--- config.mk ---
export PLATFORM = sky130hd
export DESIGN_NAME = psrb_stream_table
export DESIGN_NICKNAME = d
export VERILOG_FILES = /design/src/rtl/core/psrb_pkg.sv /design/src/rtl/core/psrb_stream_table.sv
export SDC_FILE = /design/constraint.sdc
export NUM_CORES = 1
export LEC_CHECK = 0
export ABC_CLOCK_PERIOD_IN_PS = 4059
export BUFFER_PORTS_ARGS = -buffer_cell sky130_fd_sc_hd__buf_2
export CAP_MARGIN = 10
export CORE_ASPECT_RATIO = 0.9
export CORE_MARGIN = 4
export CORE_UTILIZATION = 53
export CTS_CLUSTER_SIZE = 10
export DETAILED_ROUTE_END_ITERATION = 8
export HOLD_SLACK_MARGIN = 0.06
export PLACE_DENSITY = 0.71
export SETUP_SLACK_MARGIN = 0.4
export SLEW_MARGIN = 10
export SYNTH_ARGS = -nofsm -noshare
export SYNTH_HDL_FRONTEND = slang
export SYNTH_SLANG_ARGS = --single-unit
--- constraint.sdc ---
create_clock -name clk -period 4.06 [get_ports clk]
set_input_delay 0.406 -clock clk [delete_from_list [all_inputs] [get_ports clk]]
set_output_delay 0.406 -clock clk [all_outputs]
set_load 0.05 [all_outputs]
--- src/rtl/core/psrb_pkg.sv ---
// Package for the per-stream sequence reorder buffer.
// Holds sizes, status and register codes, state and struct types, helpers.
// No dependencies.
package psrb_pkg;

    localparam int NUM_STREAMS = 8;
    localparam int QUEUE_DEPTH = 32;
    localparam int MAX_RESULTS = 32;

    localparam int SLOT_W  = (NUM_STREAMS > 1) ? $clog2(NUM_STREAMS) : 1;
    localparam int IDX_W   = $clog2(QUEUE_DEPTH);
    localparam int FILL_W  = $clog2(QUEUE_DEPTH + 1);
    localparam int CNT_W   = $clog2(MAX_RESULTS + 1);
    localparam int ADDR_W  = $clog2(NUM_STREAMS * QUEUE_DEPTH);
    localparam int DEPTH   = NUM_STREAMS * QUEUE_DEPTH;
    localparam int KEY_W   = 25;
    localparam int ENTRY_W = 64;

    localparam logic [31:0] HALF_RANGE = 32'h8000_0000;

    typedef enum logic [2:0] {
        STAT_ACCEPTED  = 3'd0,
        STAT_BAD_MAGIC = 3'd1,
        STAT_TABLE_FULL = 3'd2,
        STAT_QUEUE_FULL = 3'd3,
        STAT_NOTHING   = 3'd4,
        STAT_LONG      = 3'd5,
        STAT_SHORT     = 3'd6,
        STAT_BAD_VER   = 3'd7
    } status_t;

    typedef enum logic [1:0] {
        CFG_MAGIC = 2'd0,
        CFG_LONG  = 2'd1,
        CFG_SHORT = 2'd2,
        CFG_NONE  = 2'd3
    } cfg_index_t;

    typedef enum logic [2:0] {
        ST_IDLE,
        ST_DECIDE,
        ST_SCAN_RD,
        ST_SCAN_CMP,
        ST_SHIFT_RD,
        ST_SHIFT_WR,
        ST_EMIT
    } state_t;

    typedef struct packed {
        logic              hit;
        logic [SLOT_W-1:0] hit_slot;
        logic [FILL_W-1:0] hit_fill;
        logic              free_ok;
        logic [SLOT_W-1:0] free_slot;
    } lookup_t;

    typedef struct packed {
        logic              open;
        logic              fill_we;
        logic [SLOT_W-1:0] slot;
        logic [KEY_W-1:0]  key;
        logic [FILL_W-1:0] fill;
    } tbl_upd_t;

    function automatic logic precedes(input logic [31:0] sa, input logic [31:0] sb);
        logic [31:0] d;
        d = sb - sa;
        return (sa != sb) && (d < HALF_RANGE);
    endfunction

    function automatic logic [ADDR_W-1:0] entry_addr(input logic [SLOT_W-1:0] slot,
                                                     input logic [FILL_W-1:0] idx);
        int a;
        a = int'(slot) * QUEUE_DEPTH + int'(idx[IDX_W-1:0]);
        return ADDR_W'(a);
    endfunction

endpackage

--- src/rtl/core/psrb_stream_table.sv ---
// Stream slot table: keys, valid bits and queue fill counts per slot.
// Depends on psrb_pkg.
module psrb_stream_table
    import psrb_pkg::*;
(
    input  logic             clk,
    input  logic             rst_n,
    input  logic [KEY_W-1:0] key,
    output lookup_t          lookup,
    input  tbl_upd_t         upd
);

    logic [KEY_W-1:0]       key_reg   [NUM_STREAMS];
    logic [NUM_STREAMS-1:0] valid_reg;
    logic [FILL_W-1:0]      fill_reg  [NUM_STREAMS];

    always_comb
    begin
        lookup = '0;
        for (int s = 0; s < NUM_STREAMS; s++)
        begin
            if (!lookup.hit && valid_reg[s] && key_reg[s] == key)
            begin
                lookup.hit      = 1'b1;
                lookup.hit_slot = SLOT_W'(s);
                lookup.hit_fill = fill_reg[s];
            end
            if (!lookup.free_ok && !valid_reg[s])
            begin
                lookup.free_ok   = 1'b1;
                lookup.free_slot = SLOT_W'(s);
            end
        end
    end

    always_ff @(posedge clk)
    begin
        if (upd.open)
        begin
            key_reg[upd.slot] <= upd.key;
        end
    end

    always_ff @(posedge clk or negedge rst_n)
    begin
        if (!rst_n)
        begin
            valid_reg <= '0;
            for (int s = 0; s < NUM_STREAMS; s++)
            begin
                fill_reg[s] <= '0;
            end
        end
        else
        begin
            if (upd.open)
            begin
                valid_reg[upd.slot] <= 1'b1;
                fill_reg[upd.slot]  <= '0;
            end
            if (upd.fill_we)
            begin
                fill_reg[upd.slot] <= upd.fill;
            end
        end
    end

endmodule

# Word-level counts from Yosys, hierarchy flattened
# Memory sizes are Yosys's and may differ from the RTL's.
# Cells that the tools add are included.
# classes
n_lt_le_gt_ge	4
eq_ne	8
n_mux	25
n_bitwise	4
n_reduce_logical	45
# op_table
operator	n
25-bit == test	8
48-bit two-way mux	2
10-bit two-way mux	8
48-bit AND	1
48-bit bitwise mux	1
48-bit NOT	1
4-bit two-way mux	8
1-bit logical AND	24
1-bit zero test	21
6-bit demux with 3-bit select	1
8-bit bitwise OR	1
6-bit two-way mux	1
4-bit greater-or-equal comparator (second input constant)	1
3-bit by 4-bit less-than comparator with 1-bit output (second input constant)	1
4-bit by 1-bit less-than comparator with 1-bit output (second input constant)	1
3-bit NOT with 4-bit output	1
1-bit demux with 3-bit select	1
3-bit by 1-bit greater-or-equal comparator with 1-bit output (second input constant)	1
1-bit two-way mux	3
# totals
ff_bits	56
mem_bits_rw	200
inputBits	63
output_inout_bits	14
wordCells	96
memories	1
# mem_list
memory	depth	word_bits	read_ports	rd_clocked_by_memory_dff	wr	line	source
key_reg	8	25	8	0	1	psrb_stream_table.sv:13	logic [KEY_W-1:0] key_reg [NUM_STREAMS];

# Longest topological paths before layout
# Gate-level depths: netlist (run 1).
# logic_depth
depth_word	31
depth_mapped	11
depth_no_buf	8

# Worst setup path before layout (run 1)
# No wires, ideal clock.
# synth_path
path_kind	input to output
startpoint	input port key[9]
endpoint	output port lookup[9] (netlist bit)
t_arrival_ns	2.835
required_ns	3.654
setup_slack_ns	0.819
path_stages	9
n_path_buf	1
path_cell_list	buf_2 -> xnor2_1 -> nand4_1 -> nor4_1 -> nand4_1 -> nor4_2 -> a21oi_1 -> o221a_1 -> o2bb2ai_1
# synth_lines
item	line	source
start, declared	psrb_stream_table.sv:8	input logic [KEY_W-1:0] key,
end, declared	psrb_stream_table.sv:9	output lookup_t lookup,

==> impl_metrics.tcl, run 1 <==
set metrics [dict create \
    ys_warn_count 0 \
    core_um2 20200 \
    grt_pass1_wl_mm 43.2 \
    cts-root-buf "clkbuf_16" \
    hp-start "upd[18]" \
    finalCritPeriodShare_pct 88.4 \
    min_path_type "input port to flop" \
    synth_cell_types 39 \
    row_count 49 \
    vdd_ir_drop_max_mv 0.361 \
    die_x_um 160 \
    post_dp_cell_area_um2 11700 \
    r2r_slack_ps 3110 \
    antennaDiodeCount 0 \
    synthArstFlopShare_pct 21.9 \
    critPathRequiredTime_ps 3650 \
    synthTopCellsByArea "edfxtp_1 54%, dfrtp_1 13%, xnor2_1 9.8%" \
    synth_edf_count 200 \
    dp_hpwl_mm 20.0 \
    postSynthCellCount 762 \
    fmax_mhz 279 \
    dp.cells 1071 \
    preCtsSetupSlack_ps -27.7 \
    vias_per_cell 6.07 \
    path_clk_slew_ps 60 \
    r2r-end "valid_reg[3]$_DFFE_PN0P_" \
    ios 77 \
    timing.hold.ws_ps 136 \
    reg2reg_depth 1 \
    grt_pass1_vias 6847 \
    slew_headroom_pct 26.8 \
    final-max-slew-violation-count 0 \
    stdcell_count 1127 \
    start_util_pct 54.6 \
    ys.flop_type "edfxtp_1" \
    grt_max_degree 57 \
    drive_gt1_share_pct 18.9 \
    synth_area_leader_cell "edfxtp_1" \
    fin_crit_ps 3590 \
    grtUsageTotal_pct 24.6 \
    status "finished, final reports clean" \
    dr.pass1.iters 5 \
    start_kind "flop" \
    synth_area_um2 11000 \
    maxCapViolCount 0 \
    area_growth_syn_to_layout_pct 15.2 \
    hold_end "key_reg[2][12]$_DFFE_PP_" \
    holdPathStages 1 \
    rsz0062_at_grt "yes" \
    clock_path_buffers 3 \
    cts_tree "done" \
    fin_skew_ps 0 \
    final_antenna_net_count 0 \
    p_leak_nw 4.64 \
    overflow 0 \
    wire_per_inst_um 25.8 \
    ys_seq_area_share_pct 67.1 \
    die_height_um 145 \
    cts-htree-levels 1 \
    portBuffers 76 \
    synth-seq-cells 256 \
    finalHoldViolCount 0 \
    layout.nets 915 \
    yosysTopAreaCellShare_pct 54.4 \
    crit_type "flop to output port" \
    layout_setup_ws_ps 470 \
    end_kind "output port" \
    tightest_slew_ps 1100 \
    clk-insertion-delay-late_ps 550 \
    gp_congestion 0.908 \
    syn_area_per_cell_um2 14.5 \
    route.detailed.drc 0 \
    setup_viol 0 \
    drt_iter0_drc 790 \
    power.density_nw_per_um2 466 \
    path_max_fanout 8 \
    clock-sinks 256 \
    totalWireLength_mm 29.1 \
    design_area_um2 12700 \
    power_w 0.00593 \
    arrival_ps 3180 \
    timing.rr.start "valid_reg[3]$_DFFE_PN0P_" \
    antenna_found_initial 1 \
    largest_reg_flops 200 \
    dr_total_vias 6842 \
    dieArea_um2 23200 \
    cts_made_buffers 29 \
    syn_nets 825 \
]
## logic make-up (layout without fill, tap and decap cells)
logic type / Yosys count / in the layout / share of synthesized area [%]
buffers and inverters: 54 / 163 / 2.48
flip-flops: 256 / 256 / 67.1
XOR/XNOR: 200 / 200 / 15.9
AO/OA/AOI/OAI: 80 / 80 / 6.00
AND/OR/NAND/NOR: 172 / 173 / 8.54
## synthesized netlist by cell type (5+ instances only)
cell type / instances
nand2_1: 31
nor4_1: 27
nand4_1: 38
o21ai_0: 6
buf_2: 18
a22o_1: 48
xnor2_1: 124
nand3_1: 15
inv_1: 20
nor2_1: 25
buf_4: 5
buf_1: 7
nor3_1: 7
a21oi_1: 6
or2_2: 8
edfxtp_1: 200
dfrtp_1: 56
xor2_1: 76
## per-stage QoR
| stage | TNS (ps) | util [%] |
|---|---|---|
| global route | 0 | 62.9 |
| global placement | 0 | 57.6 |
| floorplan | 0 | - |
| finish | 0 | 62.9 |
| CTS | 0 | 62.4 |
| detailed placement | -73.2 | 57.6 |
## critical path: stages (launching register included)
cell and delay [ps]:
edfxtp_1 370, xnor2_1 220, nand4_1 220, or4_4 610
nor2_4 200, nor4_2 70, buf_4 160, nor2b_1 130
o221a_1 260, o2bb2ai_1 180, buf_4 220
## routing by layer
| layer | part of all wire, % | GRT usage (%) |
|---|---|---|
| met1 | 42 | 36.5 |
| met2 | 46 | 37.6 |
| met3 | 9.2 | 4.74 |
| met4 | 2.9 | 7.18 |
| met5 | 0.041 | 0 |
## area by class of cell
class	instances	area, µm²
clock buffers	50	825
clock inverters	1	20.0
fillers	1496	7520
inverters	20	75.1
multi-input cells	453	3540
well taps	255	319
repair buffers	92	526
flip-flops and latches	256	7410
## where the power goes
| part | internal (W) | switching (W) | total, W |
|---|---|---|---|
| clock | 0.00137 | 0.000987 | 0.00235 |
| combinational | 0.000195 | 0.000327 | 0.000522 |
| sequential | 0.00298 | 0.0000802 | 0.00306 |
## how the worst max path moves through the flow
stage                     end  slack (ps)  cells after the start                      from
global route        lookup[9]         390                     10   key_reg[0][7]$_DFFE_PP_
floorplan           lookup[9]         820                      9                    key[9]
CTS                 lookup[7]         420                      9  key_reg[6][11]$_DFFE_PP_
detailed placement  lookup[6]         -30                     10                   key[12]
finish              lookup[9]         470                     10  key_reg[0][11]$_DFFE_PP_
global placement    lookup[8]         100                     10                   key[12]
## cells in the final DEF (no fill, tap or decap), types with 4 or more instances in the layout
cell type,count
clkbuf_16,29
clkbuf_1,19
o221ai_1,4
xnor2_2,5
inv_1,20
nand2b_1,4
xnor2_1,119
a21oi_1,6
dfrtp_1,56
nand3_1,13
buf_2,70
edfxtp_1,200
nor2_1,19
xor2_1,76
buf_4,16
a22o_1,48
o21ai_0,6
nor4_2,8
or2_2,8
nor4_1,18
nand2_1,31
nor2_2,6
nand4_1,38
nor3_1,5
## timing repair
action / in CTS / in global routing
setup buffers: 3 / 0
pin swaps: 2 / 10
endpoints found under the hold margin: 56 / 0
setup endpoints to repair: 10 / 8
cloned: 0 / 1
hold buffers: 1 / 0
gates resized for setup: 14 / 20
(Power assumes the default switching activity.)
==> inputs of run 2 (changes only) <==
--- a/config.mk
+++ b/config.mk
@@ -10,11 +10,10 @@
 export CAP_MARGIN = 10
 export CORE_ASPECT_RATIO = 0.9
 export CORE_MARGIN = 4
-export CORE_UTILIZATION = 53
+export CORE_UTILIZATION = 31
 export CTS_CLUSTER_SIZE = 10
 export DETAILED_ROUTE_END_ITERATION = 8
 export HOLD_SLACK_MARGIN = 0.06
-export PLACE_DENSITY = 0.71
 export SETUP_SLACK_MARGIN = 0.4
 export SLEW_MARGIN = 10
 export SYNTH_ARGS = -nofsm -noshare
==> run 2 against run 1 <==
Net effect:
- cell count increased by 20%
- register-to-register slack gained 40 ps
- critical endpoint is now lookup[4]
- fmax shrank 2.0%
- largest power group unchanged
- largest cell class unchanged
==> impl_metrics.tcl, run 2 (synthesized netlist as in run 1, its figures left out) <==
set metrics [dict create \
    cts-root-buf "clkbuf_16" \
    min_path_type "input port to flop" \
    reg2reg_depth 1 \
    wire_per_inst_um 22.4 \
    portBuffers 76 \
    rsz0062_at_grt "yes" \
    hold_end "key_reg[5][23]$_DFFE_PP_" \
    p_comb_share_pct 8.7 \
    clkPwrFrac_pct 40.7 \
    die_height_um 187 \
    core_um2 35100 \
    layout_setup_ws_ps 398 \
    grtUsageTotal_pct 15.4 \
    grt_pass1_vias 6673 \
    row_count 65 \
    timing.rr.start "valid_reg[7]$_DFFE_PN0P_" \
    vias_per_cell 4.88 \
    r2r_slack_ps 3150 \
    power_switching_w 0.00143 \
    fillers 3380 \
    fin_tns_setup_ps 0 \
    dp.cells 1287 \
    totalWireLength_mm 30.3 \
    path_max_fanout 8 \
    setup_viol 0 \
    largest_reg_flops 200 \
    clock_path_buffers 3 \
    preCtsSetupSlack_ps 402 \
    critPathRequiredTime_ps 3650 \
    arrival_ps 3260 \
    slew_headroom_pct 38.5 \
    switching_share_pct 23.6 \
    grt_pass1_wl_mm 44.8 \
    area_growth_syn_to_layout_pct 18.9 \
    crit_type "flop to output port" \
    cts-htree-levels 1 \
    holdPathStages 1 \
    final_common_cell "edfxtp_1" \
    start_kind "flop" \
    tightest_slew_ps 922 \
    status "finished, final reports clean" \
    end_kind "output port" \
    gp_congestion 0.850 \
    most-common-layout-cells "200 x edfxtp_1, 118 x xnor2_1, 76 x xor2_1" \
    start_util_pct 31.4 \
    seq_power_share_pct 50.6 \
    p_int_w 0.00461 \
    fin_skew_ps 0 \
    drt_iter0_drc 762 \
    fin_crit_ps 3660 \
    drive_gt1_share_pct 19.6 \
    timing.hold.ws_ps 136 \
    stdcell_count 1355 \
    path_clk_slew_ps 60 \
    final_antenna_net_count 0 \
    clk-insertion-delay-late_ps 550 \
    p_leak_nw 4.69 \
    route.detailed.drc 0 \
    cts_tree "done" \
    ios 77 \
    clock-sinks 256 \
    dieArea_um2 38700 \
    vdd_ir_drop_max_mv 0.325 \
    overflow 0 \
    power.density_nw_per_um2 460 \
    antenna_found_initial 3 \
    final-max-slew-violation-count 0 \
    maxCapViolCount 0 \
    grt_max_degree 57 \
    dr_total_vias 6617 \
    cts_made_buffers 30 \
    layout.nets 924 \
    dr.pass1.iters 5 \
    dp_hpwl_mm 20.9 \
    finalHoldViolCount 0 \
    r2r-end "valid_reg[7]$_DFFE_PN0P_" \
    hp-start "upd[29]" \
    fmax_mhz 273 \
    die_x_um 207 \
    finalCritPeriodShare_pct 90.2 \
]
-- run 2: cell count changes in the layout (fill, tap and decap cells not counted), sizes merged --
cell | before | now
buf | 88 | 99
clkinv | 0 | 2
diode | 0 | 3
inv | 21 | 20
nor4bb | 2 | 1
-- run 2: per-layer routing --
metal  global-route usage [%]  part of all wire [%]
met1                     23.7                    47
met2                     23.2                    45
met3                     2.58                   6.2
met4                     2.87                   1.2
met5                        0                     0
-- run 2: what timing repair did --
item | in CTS | in global routing
hold endpoints to repair | 56 | 0
setup buffers | 8 | 2
hold buffers | 1 | 0
gates resized for setup | 22 | 10
endpoints found under the setup margin | 9 | 8
pin swaps | 10 | 10
-- run 2: how the worst max path moves through the flow --
stage                                   startpoint  depth (start not counted)        end  slack (ps)
after floorplan                             key[9]                          9  lookup[9]         820
after global placement                      key[1]                         11  lookup[4]         450
after detailed placement                    key[1]                         11  lookup[4]         400
after CTS                 key_reg[0][20]$_DFFE_PP_                         12  lookup[4]         380
after global routing       key_reg[0][7]$_DFFE_PP_                         10  lookup[4]         290
final                      key_reg[0][7]$_DFFE_PP_                         10  lookup[4]         400
-- run 2: critical path, stage by stage, from the launching register on --
cell	delay, ps
edfxtp_1	370
xnor2_1	180
nand4_1	230
or4_4	580
nor2_4	180
nor4bb_4	80
buf_4	170
and3_4	150
and2_4	160
a2111o_1	420
buf_6	160
-- run 2: metrics by stage --
stage	total power, W	area (µm²)	util, %
finish	0.00603	13100	37.3
global route	0.00625	13100	37.3
CTS	0.00606	13000	37.1
detailed placement	0.00362	12000	34.0
global placement	0.00361	12000	34.0
floorplan	0.00340	11000	-
-- run 2: final cells by class --
class / instances / area, µm² / area share, %
antenna: 3 / 7.51 / 0.0572
inverter: 20 / 75.1 / 0.572
timing repair buffer: 101 / 604 / 4.61
clock inverter: 2 / 35.0 / 0.267
clock buffer: 52 / 865 / 6.59
tap: 469 / 587 / 4.47
multi-input combinational: 452 / 3540 / 27.0
sequential: 256 / 7410 / 56.5
-- run 2: power by group through the flow --
stage	Clock [W]	Combinational, W	Sequential [W]
2_1_floorplan	0	0.000325	0.00308
3_3_place_gp	0	0.000513	0.00310
3_5_place_dp	0	0.000517	0.00310
4_1_cts	0.00249	0.000527	0.00305
5_1_grt	0.00262	0.000569	0.00306
6_report	0.00245	0.000525	0.00305
==> inputs of run 3 (changes only) <==
--- a/config.mk
+++ b/config.mk
@@ -13,7 +13,9 @@
 export CORE_UTILIZATION = 31
 export CTS_CLUSTER_SIZE = 10
 export DETAILED_ROUTE_END_ITERATION = 8
+export GPL_ROUTABILITY_DRIVEN = 0
 export HOLD_SLACK_MARGIN = 0.06
+export PLACE_DENSITY = 0.57
 export SETUP_SLACK_MARGIN = 0.4
 export SLEW_MARGIN = 10
 export SYNTH_ARGS = -nofsm -noshare
==> run 3 against run 2 <==
Net effect:
- critical path type unchanged
- final area about the same
- critical path depth unchanged
- highest routed layer unchanged
- via count fell by 1.2%
- largest power group unchanged
==> impl_metrics.tcl, run 3 (synthesized netlist as in run 1, its figures left out) <==
set metrics [dict create \
    slew_headroom_pct 50.5 \
    drt_iter0_drc 747 \
    overflow 0 \
    status "finished, final reports clean" \
    cts_tree "done" \
    crit_family "simple AND/OR/NAND/NOR gates" \
    antennaDiodeCount 0 \
    crit_type "flop to output port" \
    post_dp_cell_area_um2 12000 \
    fin_crit_ps 3640 \
    final_common_cell "edfxtp_1" \
    wire_per_inst_um 22.5 \
    clock_path_buffers 3 \
    route.detailed.drc 0 \
    area_growth_syn_to_layout_pct 18.9 \
    met1Wirelength_mm 14.0 \
    p_leak_nw 4.67 \
    die_x_um 207 \
    routed-wl-met3_mm 1.81 \
    portBuffers 76 \
    wl_met2_mm 14.1 \
    largest_reg_flops 200 \
    arrival_ps 3230 \
    start_kind "flop" \
    clk-insertion-delay-late_ps 540 \
    dr.pass1.iters 5 \
    totalWireLength_mm 30.4 \
    finalCritPeriodShare_pct 89.6 \
    dp.cells 1288 \
    maxCapViolCount 0 \
    slowest_stage "or4_4" \
    grt_pass1_wl_mm 44.4 \
    fin_skew_ps 0 \
    most-common-layout-cells "200 x edfxtp_1, 116 x xnor2_1, 76 x xor2_1" \
    fin_tns_setup_ps 0 \
    path_max_fanout 13 \
    layout.nets 920 \
    fillers 3322 \
    finalHoldViolCount 0 \
    path_clk_slew_ps 60 \
    vdd_ir_drop_max_mv 0.312 \
    antenna_found_initial 0 \
    top_layer_used "met4" \
    setup_viol 0 \
    final-max-slew-violation-count 0 \
    dieArea_um2 38700 \
    min_path_type "input port to flop" \
    dp_hpwl_mm 21.2 \
    path_cells "xnor2_1 > nand4_1 > or4_4 > nor2_4 > buf_6 > nor4_4 > nand2_1 > nand3_1 > a2111o_1 > buf_2" \
    final_antenna_net_count 0 \
    slowest_delay_ps 610 \
    fmax_mhz 275 \
    clock-sinks 256 \
    rsz0062_at_grt "yes" \
    ios 77 \
    end_kind "output port" \
    critPathRequiredTime_ps 3650 \
    tightest_slew_ps 737 \
    core_um2 35100 \
    cts-root-buf "clkbuf_16" \
    design_area_um2 13100 \
    grtUsageTotal_pct 15.5 \
    cts_made_buffers 30 \
    critical_path_buf_inv_count 2 \
    power.density_nw_per_um2 456 \
    grt_pass1_vias 6522 \
    stdcell_count 1349 \
    grt_max_degree 38 \
    vias_per_cell 4.85 \
    drive_gt1_share_pct 19.9 \
    row_count 65 \
    start_util_pct 31.4 \
    die_height_um 187 \
    dr_total_vias 6538 \
    cts-htree-levels 1 \
]
## run 3: changes by cell type in the layout (fill, tap and decap cells not counted), sizes merged
cell	change
clkbuf	-1
buf	-3
clkinv	+1
diode	-3
## run 3: where the power goes
group          switching, W  leakage (nW)  internal, W  total (W)
Clock               0.00102         0.415      0.00139    0.00241
Sequential        0.0000769          2.52      0.00298    0.00305
Combinational      0.000332          1.74     0.000196   0.000528
Total               0.00143          4.67      0.00456    0.00599
## run 3: worst paths after layout
| path | slack [ps] | cells past startpoint | end | start |
|---|---|---|---|---|
| hold / removal | 130 | 1 | key_reg[3][12]$_DFFE_PP_ | upd[18] |
| min in group asynchronous | 330 | 2 | valid_reg[7]$_DFFE_PN0P_ | rst_n |
| setup reg to reg | 3140 | 1 | valid_reg[7]$_DFFE_PN0P_ | valid_reg[7]$_DFFE_PN0P_ |
| max in group asynchronous | 2850 | 3 | fill_reg[5]$_DFF_PN0_ | rst_n |
| setup / recovery | 420 | 10 | lookup[4] | key_reg[0][19]$_DFFE_PP_ |
| hold reg to reg | 490 | 1 | fill_reg[34]$_DFF_PN0_ | fill_reg[34]$_DFF_PN0_ |
## run 3: layout make-up
class	instances	area, µm²	share of cell area, %
Clock inverter	3	43.8	0.334
Clock buffer	52	833	6.35
Inverter	20	75.1	0.572
Timing Repair Buffer	97	576	4.39
Sequential cell	256	7410	56.5
Tap cell	469	587	4.47
Multi-Input combinational cell	452	3600	27.4
## run 3: layer usage
layer  up-vias  global-route usage (%)
met2       227                    23.8
met1      3296                    23.4
met5         -                       0
met3        34                    2.06
li1       2981                       -
met4         0                    3.43
## run 3: through the flow
stage | power, W | setup slack [ps] | hold WS [ps] | util [%]
after floorplan | 0.00340 | 819 | 110 | -
after global placement | 0.00362 | 341 | 383 | 34.1
after detailed placement | 0.00362 | 304 | 381 | 34.1
after CTS | 0.00604 | 390 | 104 | 37.0
after global routing | 0.00620 | 306 | 123 | 37.3
final | 0.00599 | 422 | 126 | 37.3
## run 3: repair_timing
| action | CTS | global route |
|---|---|---|
| setup buffers | 3 | 2 |
| setup endpoints to repair | 9 | 9 |
| hold buffers | 1 | 0 |
| pin swaps | 16 | 15 |
| gates resized for setup | 20 | 21 |
| hold endpoints to repair | 19 | 0 |
| cloned | 0 | 0 |
